===== src/cmb_pkg.sv =====
`timescale 1ns / 1ps
// Package for the RGBA color mix/blend pipeline: payload structs and the
// shared interpolation helpers. No dependencies.
package cmb_pkg;

    localparam logic [7:0] CHAN_MAX = 8'd255;

    // Red/green/blue of both colors
    typedef struct packed {
        logic [7:0] r1;
        logic [7:0] g1;
        logic [7:0] b1;
        logic [7:0] r2;
        logic [7:0] g2;
        logic [7:0] b2;
    } cmb_rgb_t;

    // Stage 1 contents: weight and alpha products
    typedef struct packed {
        logic               action;
        cmb_rgb_t           rgb;
        logic [7:0]         base_w;
        logic signed [16:0] prod_w;
        logic [7:0]         a1;
        logic signed [16:0] prod_a;
        logic [7:0]         amt;
    } cmb_s1_t;

    // Weight stage result handed to the color stages
    typedef struct packed {
        cmb_rgb_t   rgb;
        logic [7:0] w;
        logic [7:0] alpha;
    } cmb_wgt_t;

    // Stage 3 contents: color products
    typedef struct packed {
        logic [7:0]         r1;
        logic [7:0]         g1;
        logic [7:0]         b1;
        logic signed [16:0] prod_r;
        logic signed [16:0] prod_g;
        logic signed [16:0] prod_b;
        logic [7:0]         alpha;
    } cmb_s3_t;

    // Final color
    typedef struct packed {
        logic [7:0] red;
        logic [7:0] green;
        logic [7:0] blue;
        logic [7:0] alpha;
    } cmb_px_t;

    // (b - a) * t, |result| <= 65025
    function automatic logic signed [16:0] lerp_prod(
        input logic [7:0] a,
        input logic [7:0] b,
        input logic [7:0] t
    );
        logic signed [8:0]  diff;
        logic signed [17:0] prod;
        diff = $signed({1'b0, b}) - $signed({1'b0, a});
        prod = diff * $signed({1'b0, t});
        return prod[16:0];
    endfunction

    // base + prod / 255, quotient truncated toward zero, clamped to 0..255
    function automatic logic [7:0] lerp_finish(
        input logic [7:0]         base,
        input logic signed [16:0] prod
    );
        logic [16:0]       neg;
        logic [15:0]       mag;
        logic [16:0]       sum;
        logic [8:0]        quo;
        logic signed [9:0] res;
        logic [7:0]        val;
        neg = 17'(-prod);
        mag = prod[16] ? neg[15:0] : prod[15:0];
        // exact divide by 255 for magnitudes up to 65025
        sum = {1'b0, mag} + 17'd1 + {9'd0, mag[15:8]};
        quo = sum[16:8];
        if (prod[16])
        begin
            res = $signed({2'b00, base}) - $signed({1'b0, quo});
        end
        else
        begin
            res = $signed({2'b00, base}) + $signed({1'b0, quo});
        end
        if (res < 0)
        begin
            val = 8'd0;
        end
        else if (res > $signed({2'b00, CHAN_MAX}))
        begin
            val = CHAN_MAX;
        end
        else
        begin
            val = res[7:0];
        end
        return val;
    endfunction

endpackage


===== src/cmb_in_if.sv =====
`timescale 1ns / 1ps
// Input channel: one color pair, amount and mode per transaction.
// No dependencies.
interface cmb_in_if;
    logic       valid;
    logic       ready;
    logic       action;
    logic [7:0] first_red;
    logic [7:0] first_green;
    logic [7:0] first_blue;
    logic [7:0] first_alpha;
    logic [7:0] second_red;
    logic [7:0] second_green;
    logic [7:0] second_blue;
    logic [7:0] second_alpha;
    logic [7:0] mix_amount;

    modport source (
        output valid, action, first_red, first_green, first_blue, first_alpha,
        output second_red, second_green, second_blue, second_alpha, mix_amount,
        input  ready
    );
    modport sink (
        input  valid, action, first_red, first_green, first_blue, first_alpha,
        input  second_red, second_green, second_blue, second_alpha, mix_amount,
        output ready
    );
endinterface


===== src/cmb_out_if.sv =====
`timescale 1ns / 1ps
// Output channel: one mixed RGBA color per transaction.
// No dependencies.
interface cmb_out_if;
    logic       valid;
    logic       ready;
    logic [7:0] out_red;
    logic [7:0] out_green;
    logic [7:0] out_blue;
    logic [7:0] out_alpha;

    modport source (
        output valid, out_red, out_green, out_blue, out_alpha,
        input  ready
    );
    modport sink (
        input  valid, out_red, out_green, out_blue, out_alpha,
        output ready
    );
endinterface


===== src/rgba_color_mix_blend.sv =====
`timescale 1ns / 1ps
// RGBA8888 mix/blend, four register stages.
// Each transaction passes through the stage 1, 2, 3 and 4 registers in order.
// Throughput: one transaction per cycle; each stage holds one item and moves
// when the stage after it is free, so bubbles close up under back-pressure.
// Reset (rst_n, async, active low) clears all stage valid bits; no other state.
module rgba_color_mix_blend (
    input  logic      clk,
    input  logic      rst_n,
    cmb_in_if.sink    pixel_in,
    cmb_out_if.source pixel_out
);

    logic              wvalid;
    logic              wready;
    cmb_pkg::cmb_wgt_t wdata;

    // weight and alpha
    cmb_wgt_stage u_wgt (
        .clk    (clk),
        .rst_n  (rst_n),
        .pix    (pixel_in),
        .wvalid (wvalid),
        .wready (wready),
        .wdata  (wdata)
    );

    // color channels
    cmb_rgb_stage u_rgb (
        .clk    (clk),
        .rst_n  (rst_n),
        .wvalid (wvalid),
        .wready (wready),
        .wdata  (wdata),
        .pix    (pixel_out)
    );

endmodule


===== src/cmb_wgt_stage.sv =====
`timescale 1ns / 1ps
// Pipeline stages 1-2: blend weight and alpha interpolation.
// Depends on cmb_pkg and cmb_in_if.
module cmb_wgt_stage (
    input  logic               clk,
    input  logic               rst_n,
    cmb_in_if.sink             pix,
    output logic               wvalid,
    input  logic               wready,
    output cmb_pkg::cmb_wgt_t  wdata
);

    logic              v1_reg, v1_next;
    logic              v2_reg, v2_next;
    cmb_pkg::cmb_s1_t  s1_reg, s1_next;
    cmb_pkg::cmb_wgt_t s2_reg, s2_next;
    logic              ready1, ready2;
    logic              ld1, ld2;

    // per-stage handshake
    assign ready2 = !v2_reg || wready;
    assign ready1 = !v1_reg || ready2;
    assign ld1    = pix.valid && ready1;
    assign ld2    = v1_reg && ready2;
    assign pix.ready = ready1;

    assign v1_next = ready1 ? pix.valid : v1_reg;
    assign v2_next = ready2 ? v1_reg : v2_reg;

    // stage 1: products for weight and alpha
    always_comb
    begin
        s1_next.action = pix.action;
        s1_next.rgb.r1 = pix.first_red;
        s1_next.rgb.g1 = pix.first_green;
        s1_next.rgb.b1 = pix.first_blue;
        s1_next.rgb.r2 = pix.second_red;
        s1_next.rgb.g2 = pix.second_green;
        s1_next.rgb.b2 = pix.second_blue;
        s1_next.base_w = cmb_pkg::CHAN_MAX - pix.first_alpha;
        s1_next.prod_w = cmb_pkg::lerp_prod(cmb_pkg::CHAN_MAX - pix.first_alpha,
                                            pix.second_alpha, pix.mix_amount);
        s1_next.a1     = pix.first_alpha;
        s1_next.prod_a = cmb_pkg::lerp_prod(pix.first_alpha, pix.second_alpha,
                                            pix.mix_amount);
        s1_next.amt    = pix.mix_amount;
    end

    // stage 2: divide by 255, pick weight by mode
    always_comb
    begin
        s2_next.rgb   = s1_reg.rgb;
        s2_next.w     = s1_reg.action ? cmb_pkg::lerp_finish(s1_reg.base_w, s1_reg.prod_w)
                                      : s1_reg.amt;
        s2_next.alpha = cmb_pkg::lerp_finish(s1_reg.a1, s1_reg.prod_a);
    end

    always_ff @(posedge clk or negedge rst_n)
    begin
        if (!rst_n)
        begin
            v1_reg <= 1'b0;
            v2_reg <= 1'b0;
        end
        else
        begin
            v1_reg <= v1_next;
            v2_reg <= v2_next;
        end
    end

    always_ff @(posedge clk)
    begin
        if (ld1)
        begin
            s1_reg <= s1_next;
        end
        if (ld2)
        begin
            s2_reg <= s2_next;
        end
    end

    assign wvalid = v2_reg;
    assign wdata  = s2_reg;

    // a stalled stage 1 transaction stays and keeps its products
    a_s1_hold: assert property (@(posedge clk) disable iff (!rst_n)
        v1_reg && !ready2 |=> v1_reg && $stable(s1_reg.prod_w) && $stable(s1_reg.prod_a))
        else $error("stage 1 lost or changed a stalled transaction");

    // mix mode passes the amount through as the weight
    a_mix_weight: assert property (@(posedge clk) disable iff (!rst_n)
        ld2 && !s1_reg.action |=> s2_reg.w == $past(s1_reg.amt))
        else $error("mix mode weight differs from amount");

    // stage 2 occupied and blocked stays occupied
    a_s2_hold: assert property (@(posedge clk) disable iff (!rst_n)
        v2_reg && !wready |=> v2_reg && $stable(s2_reg))
        else $error("stage 2 lost or changed a stalled transaction");

endmodule


===== src/cmb_rgb_stage.sv =====
`timescale 1ns / 1ps
// Pipeline stages 3-4: red/green/blue interpolation by the blend weight.
// Depends on cmb_pkg and cmb_out_if.
module cmb_rgb_stage (
    input  logic               clk,
    input  logic               rst_n,
    input  logic               wvalid,
    output logic               wready,
    input  cmb_pkg::cmb_wgt_t  wdata,
    cmb_out_if.source          pix
);

    logic             v3_reg, v3_next;
    logic             v4_reg, v4_next;
    cmb_pkg::cmb_s3_t s3_reg, s3_next;
    cmb_pkg::cmb_px_t s4_reg, s4_next;
    logic             ready3, ready4;
    logic             ld3, ld4;

    // per-stage handshake
    assign ready4 = !v4_reg || pix.ready;
    assign ready3 = !v3_reg || ready4;
    assign ld3    = wvalid && ready3;
    assign ld4    = v3_reg && ready4;
    assign wready = ready3;

    assign v3_next = ready3 ? wvalid : v3_reg;
    assign v4_next = ready4 ? v3_reg : v4_reg;

    // stage 3: channel products
    always_comb
    begin
        s3_next.r1     = wdata.rgb.r1;
        s3_next.g1     = wdata.rgb.g1;
        s3_next.b1     = wdata.rgb.b1;
        s3_next.prod_r = cmb_pkg::lerp_prod(wdata.rgb.r1, wdata.rgb.r2, wdata.w);
        s3_next.prod_g = cmb_pkg::lerp_prod(wdata.rgb.g1, wdata.rgb.g2, wdata.w);
        s3_next.prod_b = cmb_pkg::lerp_prod(wdata.rgb.b1, wdata.rgb.b2, wdata.w);
        s3_next.alpha  = wdata.alpha;
    end

    // stage 4: divide by 255 and add base
    always_comb
    begin
        s4_next.red   = cmb_pkg::lerp_finish(s3_reg.r1, s3_reg.prod_r);
        s4_next.green = cmb_pkg::lerp_finish(s3_reg.g1, s3_reg.prod_g);
        s4_next.blue  = cmb_pkg::lerp_finish(s3_reg.b1, s3_reg.prod_b);
        s4_next.alpha = s3_reg.alpha;
    end

    always_ff @(posedge clk or negedge rst_n)
    begin
        if (!rst_n)
        begin
            v3_reg <= 1'b0;
            v4_reg <= 1'b0;
        end
        else
        begin
            v3_reg <= v3_next;
            v4_reg <= v4_next;
        end
    end

    always_ff @(posedge clk)
    begin
        if (ld3)
        begin
            s3_reg <= s3_next;
        end
        if (ld4)
        begin
            s4_reg <= s4_next;
        end
    end

    assign pix.valid     = v4_reg;
    assign pix.out_red   = s4_reg.red;
    assign pix.out_green = s4_reg.green;
    assign pix.out_blue  = s4_reg.blue;
    assign pix.out_alpha = s4_reg.alpha;

    // a stalled stage 3 transaction stays and keeps its products
    a_s3_hold: assert property (@(posedge clk) disable iff (!rst_n)
        v3_reg && !ready4 |=> v3_reg && $stable(s3_reg))
        else $error("stage 3 lost or changed a stalled transaction");

    // alpha is carried unchanged through the color stages
    a_alpha_pass: assert property (@(posedge clk) disable iff (!rst_n)
        ld4 |=> s4_reg.alpha == $past(s3_reg.alpha))
        else $error("alpha altered in color stages");

endmodule

===== src/flat_wrapper.sv =====
// flat-port wrapper written by rule: the top's interface ports become plain ports
module rgba_color_mix_blend_flat 
  (clk, rst_n, pixel_in_valid, pixel_in_action, pixel_in_first_red, pixel_in_first_green, pixel_in_first_blue, pixel_in_first_alpha, pixel_in_second_red, pixel_in_second_green, pixel_in_second_blue, pixel_in_second_alpha, pixel_in_mix_amount, pixel_in_ready, pixel_out_valid, pixel_out_out_red, pixel_out_out_green, pixel_out_out_blue, pixel_out_out_alpha, pixel_out_ready);
  cmb_in_if pixel_in_i ();
  cmb_out_if pixel_out_i ();
  input  logic clk;
  input  logic rst_n;
  input wire logic [$bits(pixel_in_i.valid)-1:0] pixel_in_valid;
  input wire logic [$bits(pixel_in_i.action)-1:0] pixel_in_action;
  input wire logic [$bits(pixel_in_i.first_red)-1:0] pixel_in_first_red;
  input wire logic [$bits(pixel_in_i.first_green)-1:0] pixel_in_first_green;
  input wire logic [$bits(pixel_in_i.first_blue)-1:0] pixel_in_first_blue;
  input wire logic [$bits(pixel_in_i.first_alpha)-1:0] pixel_in_first_alpha;
  input wire logic [$bits(pixel_in_i.second_red)-1:0] pixel_in_second_red;
  input wire logic [$bits(pixel_in_i.second_green)-1:0] pixel_in_second_green;
  input wire logic [$bits(pixel_in_i.second_blue)-1:0] pixel_in_second_blue;
  input wire logic [$bits(pixel_in_i.second_alpha)-1:0] pixel_in_second_alpha;
  input wire logic [$bits(pixel_in_i.mix_amount)-1:0] pixel_in_mix_amount;
  output wire logic [$bits(pixel_in_i.ready)-1:0] pixel_in_ready;
  output wire logic [$bits(pixel_out_i.valid)-1:0] pixel_out_valid;
  output wire logic [$bits(pixel_out_i.out_red)-1:0] pixel_out_out_red;
  output wire logic [$bits(pixel_out_i.out_green)-1:0] pixel_out_out_green;
  output wire logic [$bits(pixel_out_i.out_blue)-1:0] pixel_out_out_blue;
  output wire logic [$bits(pixel_out_i.out_alpha)-1:0] pixel_out_out_alpha;
  input wire logic [$bits(pixel_out_i.ready)-1:0] pixel_out_ready;
  assign pixel_in_i.valid = pixel_in_valid;
  assign pixel_in_i.action = pixel_in_action;
  assign pixel_in_i.first_red = pixel_in_first_red;
  assign pixel_in_i.first_green = pixel_in_first_green;
  assign pixel_in_i.first_blue = pixel_in_first_blue;
  assign pixel_in_i.first_alpha = pixel_in_first_alpha;
  assign pixel_in_i.second_red = pixel_in_second_red;
  assign pixel_in_i.second_green = pixel_in_second_green;
  assign pixel_in_i.second_blue = pixel_in_second_blue;
  assign pixel_in_i.second_alpha = pixel_in_second_alpha;
  assign pixel_in_i.mix_amount = pixel_in_mix_amount;
  assign pixel_in_ready = pixel_in_i.ready;
  assign pixel_out_valid = pixel_out_i.valid;
  assign pixel_out_out_red = pixel_out_i.out_red;
  assign pixel_out_out_green = pixel_out_i.out_green;
  assign pixel_out_out_blue = pixel_out_i.out_blue;
  assign pixel_out_out_alpha = pixel_out_i.out_alpha;
  assign pixel_out_i.ready = pixel_out_ready;
  rgba_color_mix_blend u_core (.clk(clk), .rst_n(rst_n), .pixel_in(pixel_in_i), .pixel_out(pixel_out_i));
endmodule

===== config.mk =====
export PLATFORM = sky130hd
export DESIGN_NAME = rgba_color_mix_blend_flat
export DESIGN_NICKNAME = d
export VERILOG_FILES = /design/src/cmb_pkg.sv /design/src/cmb_in_if.sv /design/src/cmb_out_if.sv /design/src/rgba_color_mix_blend.sv /design/src/cmb_wgt_stage.sv /design/src/cmb_rgb_stage.sv /design/src/flat_wrapper.sv
export SDC_FILE = /design/constraint.sdc
export NUM_CORES = 1
export LEC_CHECK = 0
export BUFFER_PORTS_ARGS = -buffer_cell sky130_fd_sc_hd__buf_2
export CORE_MARGIN = 2
export CORE_UTILIZATION = 58
export DETAILED_ROUTE_END_ITERATION = 7
export PLACE_DENSITY = 0.86
export SYNTH_ARGS = -nofsm -noshare
export SYNTH_HDL_FRONTEND = slang
export SYNTH_SLANG_ARGS = --single-unit

===== constraint.sdc =====
create_clock -name clk -period 16.34 [get_ports clk]
set_input_delay 0 -clock clk [delete_from_list [all_inputs] [get_ports clk]]
set_output_delay 0 -clock clk [all_outputs]
set_load 0.1 [all_outputs]

# --- After elaboration in Yosys (flattened, before gate mapping) ---
# Index checks and enable logic that the tools add are counted.
word_totals:
  register_bits: 290
  inputBits: 77
  output_inout_bits: 34
op_classes:
  n_addsub: 31
  reduce_logical: 12
  n_lt_le_gt_ge: 10
  mux: 17
  mul: 5
ops:
  columns: ["cell", "n"]
  rows:
  - ["$add A16 B1 Y17 const B", 5]
  - ["$add A17 B8 Y17", 5]
  - ["$mul A9 B9 Y17", 5]
  - ["$mux W16", 5]
  - ["$neg A16 Y16", 5]
  - ["$mux W8", 7]
  - ["$add A8 B9 Y10", 5]
  - ["$gt A10 B9 Y1 const B", 5]
  - ["$lt A10 B1 Y1 const B", 5]
  - ["$mux W10", 5]
  - ["$sub A8 B9 Y10", 5]
  - ["$sub A8 B8 Y9", 5]
  - ["$sub A8 B8 Y8 const A", 1]
  - ["$logic_and A1 B1 Y1", 4]
  - ["$logic_not A1 Y1", 4]
  - ["$logic_or A1 B1 Y1", 4]

# --- Longest topological paths before layout ---
# Gate-level depths: netlist of the first run.
logic_depth:
  depth_word: 10
  depth_mapped: 31
  mapped_depth_nobuf: 30

# --- Modules after synthesis ---
# Synthesis of the first run repeated with hierarchy kept, for this count alone.
unflattened:
  cells_unflattened: 2985
  area_unflattened_um2: 30106.4
by_module_without_submodules:
  columns: ["module", "area_each_um2", "cells_each", "n_inst"]
  rows:
  - ["cmb_rgb_stage", 16449.5, 1744, 1]
  - ["cmb_wgt_stage", 13656.8, 1241, 1]

# --- Least setup slack after synthesis of the first run ---
# OpenSTA, ideal clock, no wires.
synth_timing:
  path_kind: "register to register"
  from: "reg u_core.u_wgt.s2_reg (netlist bit u_core.u_wgt.wdata[24])"
  to: "reg u_core.u_rgb.s3_reg[40] (netlist bit), data pin"
  setup_slack_ns: 10.253
  path_stages_with_launch: 27
  arrival_ns: 5.829
  cell_sequence: "edfxtp_1 > inv_1 > ha_1 > inv_1 > fa_1 > a21o_1 > a21oi_1 > o21bai_1 > a21oi_1 > o21bai_1 > a21oi_1 > nand2_1 > inv_1 > fa_1 > fa_1 > fa_1 > inv_1 > fa_1 > inv_1 > ha_1 > a21oi_1 > o21ai_0 > a21oi_1 > o21ai_0 > or4_1 > o311a_1 > xor2_1"
synth_lines:
  columns: ["item", "line_no", "text"]
  rows:
  - ["from (decl)", "cmb_wgt_stage.sv:16", "cmb_pkg::cmb_wgt_t s2_reg, s2_next;"]
  - ["from (signal assigned)", "cmb_wgt_stage.sv:80", "s2_reg <= s2_next;"]
  - ["to (signal assigned)", "cmb_rgb_stage.sv:69", "s3_reg <= s3_next;"]
  - ["to (decl)", "cmb_rgb_stage.sv:15", "cmb_pkg::cmb_s3_t s3_reg, s3_next;"]

==> metrics.yaml, run 1 <==
outcome: "finished, final reports clean"
place_congestion: 0.907
row_count: 82
ys_warn_count: 0
crit_path_end_kind: "flop"
grt_max_degree: 68
vias_per_cell: 5.42
drive_above_1_share: 0.0682
grt_overflow: 0
wl_mm: 58.8
crit_slowest_cell: "fa_1"
cpLargestDelayFamily: "adder cells"
dieWidth_um: 229
finalMaxSlewViolations: 0
yosysSeqAreaShare: 0.295
synth_edf_count: 286
max_slew.worst_pin.slew_ns: 1.19
dieArea_um2: 52600
htree_levels: 1
drc: 0
syn_nets: 3568
synth.area.top_cells: "edfxtp_1 29%, fa_1 20%, ha_1 12%"
grtUsageTotal: 0.233
drtPass1Iterations: 5
clk_pin_slew_ns: 0.07
cts_sinks: 290
hold_path_class: "primary input to flop"
ys_ff_latch: 290
synth_cell_types: 82
cts_tree: "built"
cts-root-buf: "clkbuf_16"
grt_pass1_wl_mm: 101
fin_crit_sh: 0.429
arrival_ns: 7.32
maxCapViolCount: 0
path_depth: 27
drtAntennaViolNets: 0
clockBufferDepth: 3
worstSetupPathType: "flop to flop"
critPathRequiredTime_ns: 16.65
wl_per_cell_um: 15.6
setup_violations: 0
cts_inserted_buffers: 31
synthFlopType: "edfxtp_1"
synth_cells: 2902
core-area_um2: 50200
hold_viol_final: 0
fill_cells: 3760
syn-cell-area_um2: 29400
antenna_found_initial: 1
rr_worst_depth: 27
largest_register_ffs: 107
start_util: 0.587
yosys.area.top_type_share: 0.292
final_net_count: 3734
num_vias: 20400
setup_tns_ns: 0
die_h_um: 229
hpwl_mm: 44.3
yosysTopAreaCell: "edfxtp_1"
async_flop_share: 0.0138
clock.fmax_mhz: 143
cts-resized-gates: 0
cp_max_fo: 8
pin_count: 111
maxSlewHeadroom: 0.209
drt_iter0_markers: 1071
synthToLayoutAreaGrowth_pct: 10.3
postSynthAreaPerCell_um2: 10.1
worst-path-buf-inv: 5
clock-skew-final_ns: 0.0129
numPortBuffers: 110
layout.area.seq_um2: 8690
grt_pass1_vias: 21500
min_path_cells: 2
crit_path_start_kind: "flop"
min_period_ns: 7.01
clk-insertion-delay-late_ns: 0.58
multi_input_area_um2: 18400
rsz0062_at_grt: "false"
slowest_delay_ns: 0.53
[per-stage QoR]
stage | cell area (um2) | hold WS (ns) | setup slack, ns | cells | utilization
floorplan | 29400 | -0.296 | 10.25 | 2902 | -
global placement | 30700 | -0.191 | 9.72 | 3637 | 0.612
detailed placement | 30700 | -0.188 | 9.53 | 3637 | 0.612
CTS | 32500 | 0.0971 | 9.46 | 3764 | 0.647
global route | 32500 | 0.116 | 8.82 | 3765 | 0.647
finish | 32500 | 0.133 | 9.33 | 3765 | 0.647
[area by class of cell]
| cell class | count | share of cell area |
|---|---|---|
| Clock inverter | 21 | 0.00806 |
| Sequential cell | 290 | 0.268 |
| Inverter | 572 | 0.0661 |
| Tap cell | 672 | 0.0259 |
| Antenna cell | 1 | 0.0000771 |
| Timing Repair Buffer | 185 | 0.0397 |
| Multi-Input combinational cell | 1988 | 0.567 |
| Clock buffer | 36 | 0.0251 |
[synthesized netlist by cell type (4+ instances only)]
cell and instances:
nor2_1 109, edfxtp_1 286, and2_1 178, nand4_1 9, a21oi_1 77, a31oi_1 6
or3_1 12, mux2_2 6, o31ai_1 20, inv_1 567, nand2b_1 23, o21a_1 9
nor2b_1 69, dfrtp_1 4, nand2_1 236, a211oi_1 7, xnor2_1 183, or2_2 9
ha_1 289, or4_1 13, a21boi_0 39, fa_1 300, mux2i_1 4, o21ai_0 102
xor2_1 59, nor3_1 25, o21bai_1 18, nor4_1 11, o21ai_1 4, a2111oi_0 6
o211ai_1 8, clkbuf_1 48, o2bb2ai_1 9, o22ai_1 6, o41ai_1 13, nand3_1 17
a21boi_1 20, a21o_1 31
[path summary, 6_finish.rpt]
path	from	end	slack (ns)
min	pixel_in_first_red[5]	u_core.u_wgt.s1_reg[103]	0.13
min in group asynchronous	rst_n	u_core.u_wgt.v1_reg	0.32
max	u_core.u_wgt.wdata[24]	u_core.u_rgb.s3_reg[41]	9.33
max in group asynchronous	rst_n	u_core.u_rgb.v3_reg	15.84
min reg2reg	u_core.u_wgt.s1_reg[89]	u_core.u_wgt.wdata[47]	0.42
max reg2reg	u_core.u_wgt.wdata[24]	u_core.u_rgb.s3_reg[41]	9.33
[kinds of logic (layout without fill, tap and decap cells)]
family                     Yosys count  count (layout)  share of synthesized area
AOI/OAI and AO/OA                  411             411                     0.0932
xor gates and xnor gates           246             246                     0.0745
adders and majority gates          589             589                      0.327
buffers and inverters              624             814                     0.0797
DFF                                290             290                      0.295
muxes                               10              10                    0.00365
other                                0               1                          0
and+or+nand+nor                    732             732                      0.127
[repair_timing]
item | CTS | global route
hold endpoints to repair | 81 | 0
setup buffers | 0 | 0
hold buffers | 70 | 0
[cells in the final DEF, fill, tap and decap left out, types with 8 or more instances in the layout]
| cell | netlist | layout |
|---|---|---|
| nand3_1 | 17 | 17 |
| o31ai_1 | 20 | 20 |
| buf_2 | 3 | 110 |
| xnor2_1 | 183 | 183 |
| nand2b_1 | 23 | 23 |
| or4_1 | 13 | 13 |
| o41ai_1 | 13 | 13 |
| a21oi_1 | 77 | 77 |
| nor3_1 | 25 | 25 |
| nor2_1 | 109 | 109 |
| edfxtp_1 | 286 | 286 |
| o2bb2ai_1 | 9 | 9 |
| and2_1 | 178 | 175 |
| or3_1 | 12 | 12 |
| o21ai_0 | 102 | 102 |
| o211ai_1 | 8 | 8 |
| xor2_1 | 59 | 59 |
| a21o_1 | 31 | 31 |
| nor4_1 | 11 | 11 |
| inv_1 | 567 | 567 |
| or2_2 | 9 | 9 |
| nand2_1 | 236 | 236 |
| clkbuf_16 | 0 | 31 |
| o21bai_1 | 18 | 18 |
| nand4_1 | 9 | 9 |
| ha_1 | 289 | 289 |
| o21a_1 | 9 | 9 |
| a21boi_0 | 39 | 39 |
| nor2b_1 | 69 | 68 |
| dlygate4sd3_1 | 0 | 70 |
| fa_1 | 300 | 300 |
| a21boi_1 | 20 | 20 |
[metal layers]
| metal | GRT usage | wire length [um] | part of all wire | up-vias |
|---|---|---|---|---|
| met1 | 0.294 | 24700 | 0.42 | 10100 |
| li1 | - | - | - | 9795 |
| met3 | 0.0215 | 2430 | 0.041 | 111 |
| met4 | 0.0704 | 1580 | 0.027 | 0 |
| met2 | 0.426 | 30000 | 0.51 | 445 |
| met5 | 0 | 0 | 0 | - |
Power of run 1 is not shown: default switching activity piles up to over one toggle a cycle in this logic, so the estimate is an artifact.
==> inputs of run 2 (changes only) <==
--- a/config.mk
+++ b/config.mk
@@ -9,7 +9,7 @@
 export CORE_MARGIN = 2
 export CORE_UTILIZATION = 58
 export DETAILED_ROUTE_END_ITERATION = 7
-export PLACE_DENSITY = 0.86
+export PLACE_DENSITY = 0.89
 export SYNTH_ARGS = -nofsm -noshare
 export SYNTH_HDL_FRONTEND = slang
 export SYNTH_SLANG_ARGS = --single-unit
==> constraint.sdc (replaced) <==
create_clock -name clk -period 6.4 [get_ports clk]
set_input_delay 0 -clock clk [delete_from_list [all_inputs] [get_ports clk]]
set_output_delay 0 -clock clk [all_outputs]
set_load 0.1 [all_outputs]
==> metrics.yaml, run 2 (synthesis results as in run 1) <==
outcome: "finished, violations left"
violations: "negative setup slack"
cts_tree: "built"
setup_ws_ns: -0.172
pin_count: 111
rrSetupSlack_ns: -0.17
cp_common_cell: "fa_1"
num_vias: 21600
worstSetupPathType: "flop to flop"
mostFrequentLayoutCells: "561 x inv_1, 295 x fa_1, 286 x edfxtp_1"
critPathRequiredTime_ns: 6.72
worstReg2RegStart: "u_core.u_wgt.wdata[25]"
htree_levels: 1
drc: 0
clock-skew-final_ns: 0.0290
drt_iter0_markers: 1561
cts_sinks: 290
start_util: 0.587
die_h_um: 229
maxSlewHeadroom: 0.252
wl_mm: 68.0
crit-reg2reg-capture: "u_core.u_rgb.s3_reg[41]"
rr_worst_depth: 26
final_common_cell: "inv_1"
final_net_count: 3852
place_congestion: 0.900
clk-insertion-delay-late_ns: 0.60
hold_viol_final: 0
grt_max_degree: 76
dp_cells: 3705
grt_overflow: 0
max_slew.worst_pin.slew_ns: 1.12
maxCapViolCount: 0
dieArea_um2: 52600
cp_max_fo: 7
min-delay-start: "pixel_in_first_green[5]"
crit_path_end_kind: "flop"
cpLargestDelayFamily: "adder cells"
min_path_cells: 2
min_period_ns: 6.57
arrival_ns: 6.89
clockBufferDepth: 3
wl_per_cell_um: 17.5
crit_slowest_cell: "fa_1"
antenna_found_initial: 0
finalMaxSlewViolations: 0
grt_pass1_vias: 22400
grtUsageTotal: 0.251
clk_pin_slew_ns: 0.08
cts-root-buf: "clkbuf_16"
pre_cts_ws_ns: -0.110
worst-path-buf-inv: 3
setup_violations: 3
hpwl_mm: 47.6
crit_path_start_kind: "flop"
clock.fmax_mhz: 152
min_to: "u_core.u_wgt.s1_reg[95]"
drtPass1Iterations: 6
hold_path_class: "primary input to flop"
drive_above_1_share: 0.134
grt_pass1_wl_mm: 108
fin_cells: 3882
cts_inserted_buffers: 31
largest_register_ffs: 107
slowest_delay_ns: 0.55
vias_per_cell: 5.58
core-area_um2: 50200
antenna_cells: 0
synthToLayoutAreaGrowth_pct: 15.2
fin_crit_sh: 1.03
drtAntennaViolNets: 0
row_count: 82
dieWidth_um: 229
numPortBuffers: 110
==> run 2: how the worst max path moves through the flow <==
| stage | from | to | slack, ns | cells after the start |
|---|---|---|---|---|
| floorplan | u_core.u_wgt.wdata[24] | u_core.u_rgb.s3_reg[40] | 0.31 | 26 |
| global placement | u_core.u_rgb.s3_reg[28] | u_core.u_rgb.pix.out_green[0] | 0.18 | 28 |
| detailed placement | u_core.u_wgt.wdata[24] | u_core.u_rgb.s3_reg[40] | -0.11 | 26 |
| CTS | u_core.u_wgt.wdata[32] | u_core.u_rgb.s3_reg[57] | -0.06 | 26 |
| global route | u_core.u_wgt.wdata[25] | u_core.u_rgb.s3_reg[41] | -0.34 | 26 |
| finish | u_core.u_wgt.wdata[25] | u_core.u_rgb.s3_reg[41] | -0.17 | 26 |
==> run 2: metal layers <==
| layer | vias to the layer above | track usage | part of all wire |
|---|---|---|---|
| li1 | 10000 | - | - |
| met2 | 742 | 0.453 | 0.52 |
| met4 | 0 | 0.110 | 0.047 |
| met1 | 10700 | 0.303 | 0.38 |
| met3 | 203 | 0.0258 | 0.053 |
| met5 | - | 0 | 0 |
==> run 2: worst reg2reg max path, stage by stage, from the launching register on <==
cell      delay [ns]
edfxtp_1        0.45
ha_1            0.36
a21o_1          0.18
a21o_1          0.22
a21oi_1         0.20
nor2_1          0.11
o21ai_0         0.18
nand2b_1        0.09
a21oi_1         0.17
xnor2_1         0.18
buf_4           0.21
and2_1          0.24
fa_1            0.48
fa_1            0.47
fa_1            0.49
inv_1           0.06
fa_1            0.55
inv_1           0.07
ha_4            0.29
a21boi_4        0.22
o21ai_2         0.10
a21boi_2        0.22
o21ai_2         0.10
a21boi_2        0.19
o21ai_2         0.09
a21oi_1         0.22
xnor2_1         0.12
==> run 2: stage by stage <==
stage | hold slack, ns | TNS (ns) | util | cell area, um2
final | 0.108 | -0.356 | 0.676 | 33900
after global routing | 0.0943 | -3.46 | 0.676 | 33900
after CTS | 0.0924 | -0.0559 | 0.657 | 33000
after detailed placement | -0.186 | -0.219 | 0.622 | 31200
after global placement | -0.191 | 0 | 0.622 | 31200
after floorplan | -0.296 | 0 | - | 29400
==> run 2: layout make-up <==
| cell class | count | area (um2) |
|---|---|---|
| clock buffer | 40 | 860 |
| clock inverter | 17 | 153 |
| fill | 3530 | 16300 |
| inverter | 572 | 2150 |
| multi-input combinational | 1988 | 19000 |
| sequential | 290 | 8690 |
| tap | 672 | 841 |
| timing repair buffer | 303 | 2180 |
==> run 2: repair_timing <==
| item | in CTS | in global routing |
|---|---|---|
| hold buffers | 70 | 0 |
| pin swaps | 4 | 58 |
| setup endpoints to repair | 19 | 58 |
| setup buffers | 2 | 48 |
| gates cloned | 0 | 0 |
| gates resized for setup | 21 | 147 |
| endpoints found under the hold margin | 83 | 0 |
Power of run 2 is left out for the same reason.
==> inputs of run 3 (changes only) <==
--- a/config.mk
+++ b/config.mk
@@ -7,9 +7,9 @@
 export LEC_CHECK = 0
 export BUFFER_PORTS_ARGS = -buffer_cell sky130_fd_sc_hd__buf_2
 export CORE_MARGIN = 2
-export CORE_UTILIZATION = 58
+export CORE_UTILIZATION = 35
 export DETAILED_ROUTE_END_ITERATION = 7
-export PLACE_DENSITY = 0.89
+export PLACE_DENSITY = 0.6
 export SYNTH_ARGS = -nofsm -noshare
 export SYNTH_HDL_FRONTEND = slang
 export SYNTH_SLANG_ARGS = --single-unit
==> metrics.yaml, run 3 (synthesis results as in run 1) <==
fin_cells: 4300
largest_register_ffs: 107
final_common_cell: "inv_1"
dieArea_um2: 86400
rrSetupSlack_ns: 0.28
synthToLayoutAreaGrowth_pct: 16.9
clock-skew-final_ns: 0.0266
hpwl_mm: 47.5
hold_viol_final: 0
num_vias: 20100
cp_common_cell: "inv_1"
clockBufferDepth: 3
slowest_delay_ns: 0.50
drtAntennaViolNets: 0
fin_crit_sh: 0.956
start_util: 0.353
wl_mm: 60.7
drc: 0
cts_sinks: 290
clock.fmax_mhz: 164
critPathRequiredTime_ns: 6.69
maxSlewHeadroom: 0.269
antenna_cells: 0
place_congestion: 0.822
dieWidth_um: 294
mostFrequentLayoutCells: "565 x inv_1, 298 x fa_1, 288 x ha_1"
pre_cts_ws_ns: -0.0288
drtPass1Iterations: 5
die_h_um: 294
crit_slowest_cell: "fa_1"
arrival_ns: 6.41
outcome: "finished, final reports clean"
row_count: 106
layout.area.seq_um2: 8690
wl_per_cell_um: 14.1
antenna_found_initial: 1
hold_ws_ns: 0.168
maxCapViolCount: 0
multi_input_area_um2: 18900
finish.instance_area_um2: 34400
drt_iter0_markers: 752
pin_count: 111
htree_levels: 2
worst-path-buf-inv: 8
setup_violations: 0
max_slew.worst_pin.slew_ns: 1.10
cpLargestDelayFamily: "adder cells"
setup_ws_ns: 0.284
crit_path_start_kind: "flop"
grt_max_degree: 65
final_net_count: 3859
numPortBuffers: 110
dp_cells: 4132
finalMaxSlewViolations: 0
cts-root-buf: "clkbuf_16"
cts_tree: "built"
grt_pass1_wl_mm: 102
grt_overflow: 0
grtUsageTotal: 0.144
worstSetupPathType: "flop to flop"
placed_cell_area_um2: 31800
clk_pin_slew_ns: 0.06
drive_above_1_share: 0.127
grt_pass1_vias: 20400
vias_per_cell: 4.66
core-area_um2: 83400
hold_path_class: "primary input to flop"
cp_max_fo: 7
clk-insertion-delay-late_ns: 0.55
cts_inserted_buffers: 35
crit_path_end_kind: "flop"
min_period_ns: 6.12
fill_cells: 8092
[run 3: per-stage QoR]
step | setup TNS (ns) | util
after floorplan | 0 | -
after global placement | 0 | 0.382
after detailed placement | -0.0521 | 0.382
after CTS | 0 | 0.404
after global routing | -0.111 | 0.412
final | 0 | 0.412
[run 3: cell type report]
type                    instances  area share
flip-flops and latches        290       0.252
multi-input cells            1988       0.549
repair buffers                306      0.0639
inverters                     572      0.0624
well taps                    1080      0.0393
clock buffers                  36      0.0256
clock inverters                28     0.00775
[run 3: worst paths after layout]
kind | end | from | cells past startpoint
worst max-delay path | u_core.u_rgb.s3_reg[40] | u_core.u_wgt.wdata[24] | 28
worst min-delay path | u_core.u_wgt.s1_reg[66] | pixel_in_second_green[0] | 2
worst max register to register | u_core.u_rgb.s3_reg[40] | u_core.u_wgt.wdata[24] | 28
worst min register to register | u_core.u_wgt.wdata[30] | u_core.u_wgt.s1_reg[72] | 0
max in group asynchronous | u_core.u_rgb.v3_reg | rst_n | 3
min in group asynchronous | u_core.u_wgt.v1_reg | rst_n | 3
[run 3: routing by layer]
layer | share of wire | global-route usage | vias to the layer above
met1 | 0.45 | 0.187 | 9743
met4 | 0.016 | 0.0300 | 0
met5 | 0 | 0 | -
li1 | - | - | 10100
met3 | 0.025 | 0.0168 | 52
met2 | 0.51 | 0.256 | 189
[run 3: repair_timing]
| action | CTS | global route |
|---|---|---|
| hold buffers | 70 | 0 |
| hold endpoints to repair | 81 | 0 |
| gates resized for setup | 4 | 127 |
| pin swaps | 1 | 46 |
| buffers inserted | 1 | 33 |
| setup endpoints to repair | 10 | 58 |
Power of run 3 is left out for the same reason.
